===== src/rtl/core/gis_pkg.sv =====
// shared types, codes and the q16 reciprocal weight function for the smoothing block
package gis_pkg;

  localparam int PIX_W = 8;
  localparam int WT_W  = 18;
  localparam int CFG_W = 16;

  // weight for a zero difference, 2.0 in q16
  localparam logic [WT_W-1:0] WT_ZERO = 18'd131072;

  // item kinds
  localparam logic FUNC_PUSH  = 1'b0;
  localparam logic FUNC_DRAIN = 1'b1;

  // register indexes
  localparam logic [1:0] REG_IMAGE_WIDTH  = 2'd0;
  localparam logic [1:0] REG_IMAGE_HEIGHT = 2'd1;
  localparam logic [1:0] REG_HALF_X       = 2'd2;
  localparam logic [1:0] REG_HALF_Y       = 2'd3;

  typedef struct packed {
    logic             func;
    logic [PIX_W-1:0] pixel;
  } gis_in_t;

  typedef struct packed {
    logic [PIX_W-1:0] out_pixel;
    logic             end_of_line;
    logic             end_of_frame;
    logic             rejected;
    logic             last_of_run;
  } gis_out_t;

  // q16 reciprocal rounded to nearest, by long division over the numerator bits
  function automatic logic [WT_W-1:0] recip_q16(input logic [PIX_W-1:0] d);
    logic [16:0]      num;
    logic [PIX_W:0]   rem;
    logic [WT_W-1:0]  q;
    num = 17'd65536 + 17'(d >> 1);
    rem = '0;
    q   = '0;
    if (d == '0) begin
      q = WT_ZERO;
    end else begin
      for (int i = 16; i >= 0; i--) begin
        rem = {rem[PIX_W-1:0], num[i]};
        if (rem >= {1'b0, d}) begin
          rem  = rem - {1'b0, d};
          q[i] = 1'b1;
        end
      end
    end
    return q;
  endfunction

endpackage


===== src/rtl/core/gis_div.sv =====
// restoring divider, one quotient bit per cycle, quotient known to fit a pixel
module gis_div
  import gis_pkg::*;
#(
  parameter int NUM_W = 32,
  parameter int DEN_W = 24
) (
  input  logic             clk,
  input  logic             rst_n,
  input  logic             start,
  input  logic [NUM_W-1:0] num,
  input  logic [DEN_W-1:0] den,
  output logic             done,
  output logic [PIX_W-1:0] q
);

  localparam int DSH_W = DEN_W + PIX_W - 1;
  localparam int CNT_W = $clog2(PIX_W + 1);

  logic [NUM_W-1:0] rem_r, rem_nxt;
  logic [DSH_W-1:0] dsh_r, dsh_nxt;
  logic [PIX_W-1:0] q_r, q_nxt;
  logic [CNT_W-1:0] cnt_r, cnt_nxt;
  logic             busy_r, busy_nxt;
  logic             done_r, done_nxt;
  logic [NUM_W-1:0] dsh_ext;

  // one compare and subtract per step
  always_comb begin
    rem_nxt  = rem_r;
    dsh_nxt  = dsh_r;
    q_nxt    = q_r;
    cnt_nxt  = cnt_r;
    busy_nxt = busy_r;
    done_nxt = 1'b0;
    dsh_ext  = NUM_W'(dsh_r);
    if (start) begin
      rem_nxt  = num;
      dsh_nxt  = {den, {(PIX_W-1){1'b0}}};
      q_nxt    = '0;
      cnt_nxt  = '0;
      busy_nxt = 1'b1;
    end else if (busy_r) begin
      if (rem_r >= dsh_ext) begin
        rem_nxt = rem_r - dsh_ext;
        q_nxt   = {q_r[PIX_W-2:0], 1'b1};
      end else begin
        q_nxt   = {q_r[PIX_W-2:0], 1'b0};
      end
      dsh_nxt = dsh_r >> 1;
      cnt_nxt = cnt_r + 1'b1;
      if (cnt_r == CNT_W'(PIX_W - 1)) begin
        busy_nxt = 1'b0;
        done_nxt = 1'b1;
      end
    end
  end

  always_ff @(posedge clk) begin
    if (!rst_n) begin
      busy_r <= 1'b0;
      done_r <= 1'b0;
      cnt_r  <= '0;
    end else begin
      busy_r <= busy_nxt;
      done_r <= done_nxt;
      cnt_r  <= cnt_nxt;
    end
    rem_r <= rem_nxt;
    dsh_r <= dsh_nxt;
    q_r   <= q_nxt;
  end

  assign done = done_r;
  assign q    = q_r;

endmodule


===== config.mk =====
export PLATFORM = sky130hd
export DESIGN_NAME = gis_div
export DESIGN_NICKNAME = d
export VERILOG_FILES = /design/src/rtl/core/gis_pkg.sv /design/src/rtl/core/gis_div.sv
export SDC_FILE = /design/constraint.sdc
export NUM_CORES = 1
export LEC_CHECK = 0
export ABC_AREA = 1
export BUFFER_PORTS_ARGS = -buffer_cell sky130_fd_sc_hd__buf_2
export CORE_MARGIN = 2
export CORE_UTILIZATION = 50
export CTS_BUF_LIST = sky130_fd_sc_hd__clkbuf_4 sky130_fd_sc_hd__clkbuf_8
export CTS_CLUSTER_SIZE = 8
export DETAILED_ROUTE_END_ITERATION = 12
export GPL_ROUTABILITY_DRIVEN = 0
export PLACE_DENSITY = 0.77
export SETUP_SLACK_MARGIN = 0.5
export SLEW_MARGIN = 20
export SYNTH_ARGS = -nofsm -noshare
export SYNTH_HDL_FRONTEND = slang
export SYNTH_SLANG_ARGS = --single-unit

===== constraint.sdc =====
create_clock -name clk -period 8.06 [get_ports clk]
set_clock_uncertainty 0.1 [all_clocks]
set_input_delay 0.403 -clock clk [delete_from_list [all_inputs] [get_ports clk]]
set_output_delay 0.403 -clock clk [all_outputs]
set_load 0.03 [all_outputs]

# Word-level counts from Yosys, hierarchy flattened

Index checks and enable logic that the tools add are counted.

Register bits: 77
Bits of input ports: 59
Output and inout bits: 9
Logic and storage cells: 28

$add $sub $neg: 2
Order comparisons: 1
Equality and inequality tests: 1
Muxes and demuxes: 10
Bitwise operators: 2
Reductions and logical operators: 5

Operators by type and width:

| operator                                            | count |
|---|---|
| two-way mux 32 bit                                  | 3 |
| two-way mux 31 bit                                  | 2 |
| greater-or-equal comparator 32 x 31 -> 1 bit        | 1 |
| subtractor 32 x 31 -> 32 bit                        | 1 |
| two-way mux 1 bit                                   | 5 |
| adder 4 x 1 -> 4 bit, second input constant         | 1 |
| equality test 4 x 3 -> 1 bit, second input constant | 1 |
| nonzero test 2 bit                                  | 2 |
| OR reduction 3 bit                                  | 1 |
| inverter 1 bit                                      | 2 |
| AND reduction 2 bit                                 | 1 |
| OR reduction 2 bit                                  | 1 |

# Logic depth before layout (Yosys ltp)

Gate-level depths: netlist of the first run.

Depth after elaboration: 4
Gate-level depth with buffers: 16
Depth with buffers taken out: 15

# Worst setup path before layout of the first run

OpenSTA, ideal clock, no wires.

Path kind: reg-to-reg
Start: register rem_r[0]
End: register rem_r[0] (enable)
Library setup time: 0.478 ns
Data arrival time: 2.226 ns
Setup slack: 5.257 ns
Stages on the path, launching flop included: 15
Cell sequence: edfxtp_1 -> inv_1 -> ha_1 -> inv_1 -> fa_1 -> nand3_1 -> nand3_2 -> nand2_1 -> nand2_1 -> nand2_1 -> nand2_2 -> o21ai_0 -> nand2_1 -> nand2_1 -> nand2_1

Word-level cells in the longest chain between the ends: 3

Ends and longest elaborated chain:

| element                                      | line          | RTL |
|---|---|---|
| start: declaration                           | gis_div.sv:20 | `logic [NUM_W-1:0] rem_r, rem_nxt;` |
| start signal: assignment                     | gis_div.sv:69 | `rem_r <= rem_nxt;` |
| greater-or-equal comparator 32 x 31 -> 1 bit | gis_div.sv:44 | `if (rem_r >= dsh_ext) begin` |
| nonzero test 2 bit (no line)                 | -             |  |
| AND reduction 2 bit (no line)                | -             |  |

No other way between the ends.
A chain may end at the register's enable or synchronous reset.

# Worst setup path after layout of the first run

Start: register rem_r[0]
End: register rem_r[22] (enable)

The elaborated chain is that of the path after synthesis.

==> results of run 1 <==
[worst max-delay path: stages (launching register included)]
cell	delay, ps
edfxtp_1	360
inv_1	60
ha_1	140
inv_1	80
fa_1	460
nand3_1	110
nand3_2	90
nand2_1	80
nand2_1	70
nand2_1	80
nand2_2	60
o21ai_0	150
nand2_1	90
nand2_1	60
nand2_1	420
buf_4	430
[final cells by class]
cell class                      count  area [sq um]  share of cell area
Clock inverter                      7          97.6              0.0158
Inverter                          156           586              0.0946
Sequential cell                    77          2100               0.340
Clock buffer                        9           124              0.0200
Timing Repair Buffer               70           358              0.0578
Multi-Input combinational cell    561          2750               0.444
Tap cell                          140           175              0.0283
[report_power, final]
group / switching (W) / internal, W
clock network: 0.000152 / 0.000176
logic: 0.000427 / 0.000232
registers: 0.0000174 / 0.000494
[state kept, by name (all words and copies together), names as in the netlist]
name / flops
rem_r: 32
dsh_r: 31
q: 8
cnt_r: 4
busy_r: 1
done: 1
[per-layer routing]
metal	wire, microns	vias up	part of all wire	GRT usage
li1	-	2661	-	-
met5	0	-	0	0
met4	185	0	0.015	0.0714
met1	6310	2136	0.50	0.311
met2	5600	122	0.44	0.366
met3	584	16	0.046	0.0400
[cells by family after synthesis]
group	Yosys count
compound gates	82
xor+xnor	8
buf+inv	171
simple gates	438
fa+ha+maj	33
flops	77
[cell usage after synthesis, drive strengths merged]
cell,number,area share
nand2,320,0.22
inv,156,0.11
edfxtp,56,0.30
nor2,48,0.034
nand3,44,0.043
o21ai,40,0.036
ha,32,0.073
a21oi,27,0.025
dfxtp,21,0.076
o22ai,11,0.012
clkbuf,8,0.0057
nor3,8,0.0082
xnor2,8,0.013
buf,7,0.0098
nand3b,6,0.0088
or2,4,0.0045
nand4,3,0.0034
nor3b,3,0.0041
o21bai,2,0.0027
a211oi,1,0.0014
a21o,1,0.0014
and2,1,0.0011
and3,1,0.0011
fa,1,0.0036
[stage by stage]
stage | setup WS [ps] | area [sq um] | cells | utilization | power, W
after floorplan | 5260 | 5520 | 809 | - | 0.00102
after global placement | 4940 | 5970 | 1004 | 0.553 | 0.00116
after detailed placement | 4870 | 5970 | 1004 | 0.553 | 0.00117
after CTS | 4860 | 6190 | 1020 | 0.573 | 0.00150
after global routing | 4660 | 6190 | 1020 | 0.573 | 0.00163
final | 4930 | 6190 | 1020 | 0.573 | 0.00150
[path summary, 6_finish.rpt]
kind,startpoint,endpoint,slack [ps],depth (start not counted)
worst max register to register,rem_r[0]$_DFFE_PP_,rem_r[22]$_DFFE_PP_,4930,15
worst max-delay path,rem_r[0]$_DFFE_PP_,rem_r[22]$_DFFE_PP_,4930,15
worst min-delay path,rst_n,busy_r$_SDFF_PN0_,190,3
worst min register to register,q[7]$_SDFFE_PP0P_,q[7]$_SDFFE_PP0P_,360,2
==> impl_results.md, run 1 <==
* Nets at 967
* Fmax at 319 MHz
* Core Area at 10,800 sq um
* Most frequent cells in the layout: nand2_1 (312), inv_1 (155), buf_2 (67), edfxtp_1 (56), nor2_1 (45)
* Via/cell ratio at 4.84
* Startpoint types: flip-flop
* Tmin final at 3130 ps
* # fillers at 1,059
* Ys Warns at 0
* Clock Root Buffer: clkbuf_8
* Vias in the first global route at 4,550
* # Post-CTS Setup Buffers at 0
* Site Rows at 38
* Crit end category: flip-flop
* Initial core utilization at 0.511
* Yosys cell types at 34
* Setup violators final at 0
* DR iter-0 viols at 311
* Layout cells sized above 1 at 0.120
* Status: finished, final reports clean
* Peak VDD IR at 158 uV
* Setup TNS at 0 ps
* TritonCTS buffer count at 9
* Kind of critical path: reg2reg
* Leakage at 3.28 nW
* WP data arrival at 3140 ps
* Most common cell after layout, fill and taps aside: nand2_1
* Power Density at 242 nW/um^2
* Pre-Repair DR Iteration Count at 5
* PortBufs at 67
* Sequential share of the synthesized area at 0.381
* Syn Inst Count at 809
* DP Wirelength at 9.67 mm
* Max_cap viols at 0
* Final WL at 12.7 mm
* First-pass GRT wire length at 21.1 mm
* Hold-fix buffers, CTS at 0
* Syn Area/Cell at 6.82 sq um
* CTS tree: built
* Synth Area in XOR/XNOR at 0.0127
* Final Max Slew Viols at 0
* Clock Tree Buf Depth at 2
* Netlist Area Pre-Place at 5520 sq um
* Post-route ant nets at 0
* Final period utilization at 0.389
* Area share of fa/ha/maj cells after synthesis at 0.0762
* Synth Area in Simple Gates at 0.329
* CTS sink cnt at 77
* Antenna cells at 0
* Vias at 4,935
* Post-cts sizing count at 0
* Slew of the pin with the lowest slew margin at 1010 ps
* Syn Nets at 901
* Largest net degree at the start of global routing at 72
* Main combinational cell family by area after synthesis: simple AND/OR/NAND/NOR gates
* Hold crit path type: in2reg
* Synth Area in Compound Gates at 0.0794
* Die ar. at 11,900 sq um
* Post-synthesis mux area share at 0
* Worst-path clk slew at 80 ps
* DR DRC count at 0
* Clk Latency, worst-skew pair at 370 ps
* Routed len/inst at 12.4 microns
* Gr usage total at 0.227
* Overflow after GRT at 0
* Area grow syn2layout at 12.1%
* Unrepaired setup endpoints after global routing: no
* I/O Pins at 68
* Htree depth at 3
* Final hold violation count at 0
* WHS at 195 ps
* CP Data Required Time at 8070 ps
* Initial antenna violation count at 0
* Die Wd at 109 microns
* Yosys reg bits at 77
* Biggest fanout along the worst timing path at 17
* Die Y at 109 microns
* Rel. slew slack at 0.324
(Power assumes the default switching activity.)
==> inputs of run 2 (changes only) <==
==> constraint.sdc (replaced) <==
create_clock -name clk -period 3 [get_ports clk]
set_clock_uncertainty 0.1 [all_clocks]
set_input_delay 0.15 -clock clk [delete_from_list [all_inputs] [get_ports clk]]
set_output_delay 0.15 -clock clk [all_outputs]
set_load 0.03 [all_outputs]
==> run 2 against run 1 <==
The run now ends with hold timing left. Clock power rose to 2.5 times the previous value. Wire length up 9.0%. Fmax up 29%. Sequential share of layout area down 3.4 points. Non-clock buffer count up 63. Worst setup slack worse by 4400 ps. Critical path depth unchanged. Die area unchanged. Count of clock-buffer cells in the layout up 4. Final cell count up 6.2%. Utilization up 6.5 points. Hold slack worse by 200 ps. Critical path type unchanged. Highest routed layer unchanged.
==> impl_results.md, run 2 (synthesized netlist as in run 1, its figures left out) <==
* Antenna cells at 0 (unchanged)
* Crit end category: flip-flop
* Largest net degree at the start of global routing at 44 (-39%)
* Layout Cells excl Fill at 1,083 (+6.2%)
* Kind of critical path: reg2reg
* Hold wc startpoint: den[1]
* Core Area at 10,800 sq um (unchanged)
* Site Rows at 38 (unchanged)
* Fmax at 411 MHz (+29%)
* PnR worst setup slack at 564 ps (-4360 ps)
* Post-route ant nets at 0 (unchanged)
* DR iter-0 viols at 259 (-17%)
* CTS sink cnt at 77 (unchanged)
* Startpoint types: flip-flop
* Final Max Slew Viols at 0 (unchanged)
* PortBufs at 67 (unchanged)
* Most common cell after layout, fill and taps aside: nand2_1
* Net Sw Frac at 0.397 (-0.00125)
* Clk Latency, worst-skew pair at 370 ps (about the same)
* Initial antenna violation count at 0 (unchanged)
* Area grow syn2layout at 24.8%
* Gate power share at 0.464 (+0.024)
* Status: finished, violations left
* Crit path launch: rem_r[0]$_DFFE_PP_
* Register share of total power at 0.335 (-0.006)
* Cell count after placement at 1,007 (+0.30%)
* Die Y at 109 microns (unchanged)
* TritonCTS buffer count at 9 (unchanged)
* FF-to-FF Start: rem_r[0]$_DFFE_PP_
* Peak VDD IR at 296 uV (+88%)
* Die ar. at 11,900 sq um (unchanged)
* Setup violators final at 0 (unchanged)
* Pre-Repair DR Iteration Count at 5 (unchanged)
* Initial core utilization at 0.511 (unchanged)
* Max FFs per register at 32 (unchanged)
* Tmin final at 2440 ps (-696 ps)
* Pre-CTS WS at 405 ps (-4460 ps)
* Overflow after GRT at 0 (unchanged)
* Final period utilization at 0.812 (+0.423)
* Fin util at 0.638 (+0.0646)
* Via/cell ratio at 4.89 (+1.0%)
* Largest Register: rem_r
* Hold crit path type: in2reg
* Rel. slew slack at 0.666 (+0.342)
* Final hold violation count at 1 (+1)
* Power Density at 596 nW/um^2 (+150%)
* Die Wd at 109 microns (unchanged)
* Clock share of power at 0.201 (-0.018)
* Final WL at 13.8 mm (+9.0%)
* I/O Pins at 68 (unchanged)
* Layout cells sized above 1 at 0.134 (+0.0132)
* DP Wirelength at 9.86 mm (+2.0%)
* CP Data Required Time at 3030 ps (-5040 ps)
* Gr usage total at 0.236 (+0.00828)
* Max_cap viols at 0 (unchanged)
* Clock Tree Buf Depth at 2 (unchanged)
* WP data arrival at 2460 ps (-680 ps)
* Routed len/inst at 12.8 microns (+2.6%)
* Total power at 0.00410 W (+170%)
* Nets at 1,030 (+6.5%)
* Worst-path clk slew at 90 ps (about the same)
* Slew of the pin with the lowest slew margin at 500 ps (-507 ps)
* CTS tree: built
* Htree depth at 3 (unchanged)
* P_sw at 0.00163 W (+170%)
* Setup TNS at 0 ps (unchanged)
* Internal power at 0.00248 W (+170%)
* Failing checks: hold timing
* Clock Root Buffer: clkbuf_8
* Vias at 5,292 (+7.2%)
* Leakage at 3.57 nW (+8.9%)
* First-pass GRT wire length at 22.0 mm (+4.1%)
* Most frequent cells in the layout: nand2_1 (306), inv_1 (155), buf_2 (67), edfxtp_1 (56), dlygate4sd3_1 (55)
* Unrepaired setup endpoints after global routing: yes
* Vias in the first global route at 4,867 (+7.0%)
* DR DRC count at 0 (unchanged)
* Biggest fanout along the worst timing path at 8 (-9)
* WHS at -2.85 ps (-198 ps)
run 2: area by class of cell:
cell class | count | area [sq um]
inverters | 156 | 586
repair buffers | 133 | 1020
well taps | 140 | 175
clock inverters | 3 | 45.0
clock buffers | 13 | 160
fillers | 951 | 3910
flip-flops and latches | 77 | 2100
multi-input cells | 561 | 2800
run 2: per-stage QoR:
| stage | instance area (sq um) | hold slack (ps) |
|---|---|---|
| finish | 6880 | -2.85 |
| CTS | 6760 | 5.82 |
| global route | 6880 | 15.2 |
| floorplan | 5520 | 175 |
| global placement | 5990 | 295 |
| detailed placement | 5990 | 302 |
run 2: repair_timing:
item,in CTS,in global routing
hold buffers,55,0
setup endpoints to repair,32,32
gates resized for setup,3,15
gates cloned,0,3
endpoints found under the hold margin,55,0
pin swaps,0,5
setup buffers,0,2
run 2: final timing paths:
check                             end  slack [ps]  cells past startpoint
hold reg to reg     q[7]$_SDFFE_PP0P_         360                      2
setup / recovery  rem_r[19]$_DFFE_PP_         560                     15
hold / removal     dsh_r[8]$_DFFE_PP_          -3                      3
setup reg to reg  rem_r[19]$_DFFE_PP_         560                     15
run 2: power groups by stage:
stage               combinational [W]  sequential [W]  clock (W)
floorplan                     0.00135         0.00139          0
global placement              0.00172         0.00139          0
detailed placement            0.00175         0.00140          0
CTS                           0.00181         0.00138   0.000840
global route                  0.00216         0.00139   0.000881
finish                        0.00190         0.00138   0.000825
run 2: per-layer routing:
layer | global-route usage | share of wire
met1 | 0.325 | 0.48
met5 | 0 | 0
met2 | 0.385 | 0.45
met3 | 0.0269 | 0.051
met4 | 0.0788 | 0.019
run 2: critical path: stages, from the launching register on:
cell and delay, ps:
edfxtp_1 360, inv_1 60, ha_2 160, inv_2 40, fa_2 400, nand3_2 100, nand3_4 80, nand2_2 70
nand2_2 60, nand2_2 80, nand2_2 70, o21ai_2 150, nand2_2 80, nand2_2 80, nand2_4 100, clkbuf_16 190
==> inputs of run 3 (changes only) <==
==> constraint.sdc (replaced) <==
create_clock -name clk -period 2.25 [get_ports clk]
set_clock_uncertainty 0.1 [all_clocks]
set_input_delay 0.1125 -clock clk [delete_from_list [all_inputs] [get_ports clk]]
set_output_delay 0.1125 -clock clk [all_outputs]
set_load 0.03 [all_outputs]
==> run 3 against run 2 <==
Flip-flop and latch count stayed put. First-iteration DRC count is 86% higher. Combinational power is 100% higher. Critical endpoint is now rem_r[22]$_DFFE_PP_. Sequential power is 37% higher. Fmax is 3.2% higher. Wire length is 25% higher. Via count is 12% higher. The run ends with setup timing left. Utilization is 11 points higher. Hold slack better by 30 ps. Final cell count is 4.2% higher. Highest routed layer unchanged.
==> impl_results.md, run 3 (synthesized netlist as in run 1, its figures left out) <==
* Fin util at 0.749 (+0.111)
* Initial antenna violation count at 0 (unchanged)
* Final period utilization at 1.05 (+0.237)
* Initial core utilization at 0.511 (unchanged)
* Vias in the first global route at 5,585 (+15%)
* Max FFs per register at 32 (unchanged)
* Cell breakdown of the critical path: ha_1, nand2_1, nor2_2, nand2_1, nor2_1, o21ai_1, nand2_1, nand2_4, nand2_8
* Buffer and inverter count on the worst path at 0 (-3)
* Nets at 1,076 (+4.5%)
* WP data arrival at 2320 ps (-140 ps)
* Post-route ant nets at 0 (unchanged)
* Max incr delay on CP at 400 ps (about the same)
* FF+latch area at 2100 sq um (about the same)
* # fillers at 717 (-25%)
* Power Density at 853 nW/um^2 (+43%)
* PortBufs at 67 (unchanged)
* Gr usage total at 0.269 (+0.0335)
* Site Rows at 38 (unchanged)
* Clk Latency, worst-skew pair at 370 ps (about the same)
* TritonCTS buffer count at 9 (unchanged)
* Die Y at 109 microns (unchanged)
* Layout cells sized above 1 at 0.316 (+0.183)
* R2R Setup Slk at -110 ps (-670 ps)
* DR iter-0 viols at 481 (+86%)
* Met3 GRT Util at 0.0341 (+0.00717)
* Largest net degree at the start of global routing at 43 (-2.3%)
* Slew of the pin with the lowest slew margin at 650 ps (+149 ps)
* CP delay by family, top: simple AND/OR/NAND/NOR gates
* Leakage at 3.96 nW (+11%)
* Core Area at 10,800 sq um (unchanged)
* Failing checks: setup timing
* Hold crit path type: in2reg
* Via/cell ratio at 5.27 (+7.9%)
* Antenna cells at 0 (unchanged)
* Top cell by count, worst path: nand2_1
* Area grow syn2layout at 46.5%
* GR Util met2 at 0.474 (+0.0892)
* I/O Pins at 68 (unchanged)
* Overflow after GRT at 0 (unchanged)
* Pre-Repair DR Iteration Count at 7 (+2)
* Rel. slew slack at 0.566 (-0.100)
* Tmin final at 2360 ps (-76.5 ps)
* Clock Tree Buf Depth at 2 (unchanged)
* Largest Register: rem_r
* Final WL at 17.2 mm (+25%)
* Total power at 0.00689 W (+68%)
* Htree depth at 3 (unchanged)
* DP Wirelength at 10.0 mm (+1.5%)
* GRT met1 Usage at 0.331 (+0.00578)
* Most frequent cells in the layout: nand2_1 (254), inv_1 (133), buf_2 (67), dlygate4sd3_1 (59), edfxtp_1 (56)
* Max_cap viols at 0 (unchanged)
* Final hold violation count at 0 (-1)
* Kind of critical path: reg2reg
* PnR worst setup slack at -109 ps (-674 ps)
* Setup violators final at 35 (+35)
* Vias at 5,950 (+12%)
* Final Max Slew Viols at 0 (unchanged)
* Biggest fanout along the worst timing path at 16 (+8)
* Status: finished, violations left
* Routed len/inst at 15.3 microns (+20%)
* Startpoint types: flip-flop
* Setup TNS at -3240 ps (-3240 ps)
* Peak VDD IR at 422 uV (+43%)
* Die Wd at 109 microns (unchanged)
* CP Data Required Time at 2210 ps (-820 ps)
* Pre-CTS WS at -54.3 ps (-460 ps)
* Fmax at 424 MHz (+3.2%)
* DR DRC count at 0 (unchanged)
* Area of the multi-input gates at 3640 sq um (+30%)
* Die ar. at 11,900 sq um (unchanged)
* CTS tree: built
* First-pass GRT wire length at 25.0 mm (+14%)
* Slowest-stage cell, CP: ha_1
* Worst-path clk slew at 90 ps (about the same)
* Clock Root Buffer: clkbuf_8
* Most common cell after layout, fill and taps aside: nand2_1
* Crit end category: flip-flop
* Gr busiest metal: met2
* CTS sink cnt at 77 (unchanged)
* Unrepaired setup endpoints after global routing: yes
==> run 3: repair_timing <==
item | CTS | global route
gates cloned | 1 | 0
resized for setup | 119 | 79
pin swaps | 53 | 37
setup endpoints to repair | 61 | 74
setup buffers | 13 | 8
hold endpoints to repair | 58 | 0
hold buffers | 59 | 0
==> run 3: area by class of cell <==
type | count | share of cell area
inverter | 156 | 0.0724
clock buffer | 9 | 0.0153
sequential | 77 | 0.260
tap | 140 | 0.0217
clock inverter | 7 | 0.00944
timing repair buffer | 178 | 0.170
multi-input combinational | 562 | 0.451
==> run 3: worst paths after layout <==
check                            from                  end  depth (start not counted)
setup reg to reg  rem_r[17]$_DFFE_PP_  rem_r[22]$_DFFE_PP_                          9
hold / removal                  start   rem_r[0]$_DFFE_PP_                          3
setup / recovery  rem_r[17]$_DFFE_PP_  rem_r[22]$_DFFE_PP_                          9
hold reg to reg     q[7]$_SDFFE_PP0P_    q[7]$_SDFFE_PP0P_                          2
==> run 3: per-stage QoR <==
stage | std cells | hold WS (ps) | area, sq um
after global placement | 1032 | 259 | 6310
after detailed placement | 1032 | 258 | 6310
after floorplan | 809 | 138 | 5650
after CTS | 1121 | 12.0 | 7730
after global routing | 1129 | 52.8 | 8080
final | 1129 | 27.1 | 8080
==> run 3: routing by layer <==
layer  share of wire  up-vias  wire (microns)
met5               0        -               0
met4           0.044        0             761
met3           0.067       87            1150
met2            0.48      312            8320
met1            0.41     2669            7020
li1                -     2882               -
==> run 3: worst register-to-register path, delay by kind of cell, from the launching register on <==
kind | cells | cell delay [ps]
compound gates | 1 | 80
simple gates | 7 | 1100
fa+ha+maj | 1 | 400
flops | 1 | 390
==> run 3: power breakdown <==
| part | switching [W] | internal (W) |
|---|---|---|
| Combinational | 0.00226 | 0.00164 |
| Clock | 0.000582 | 0.000528 |
| Sequential | 0.000115 | 0.00178 |
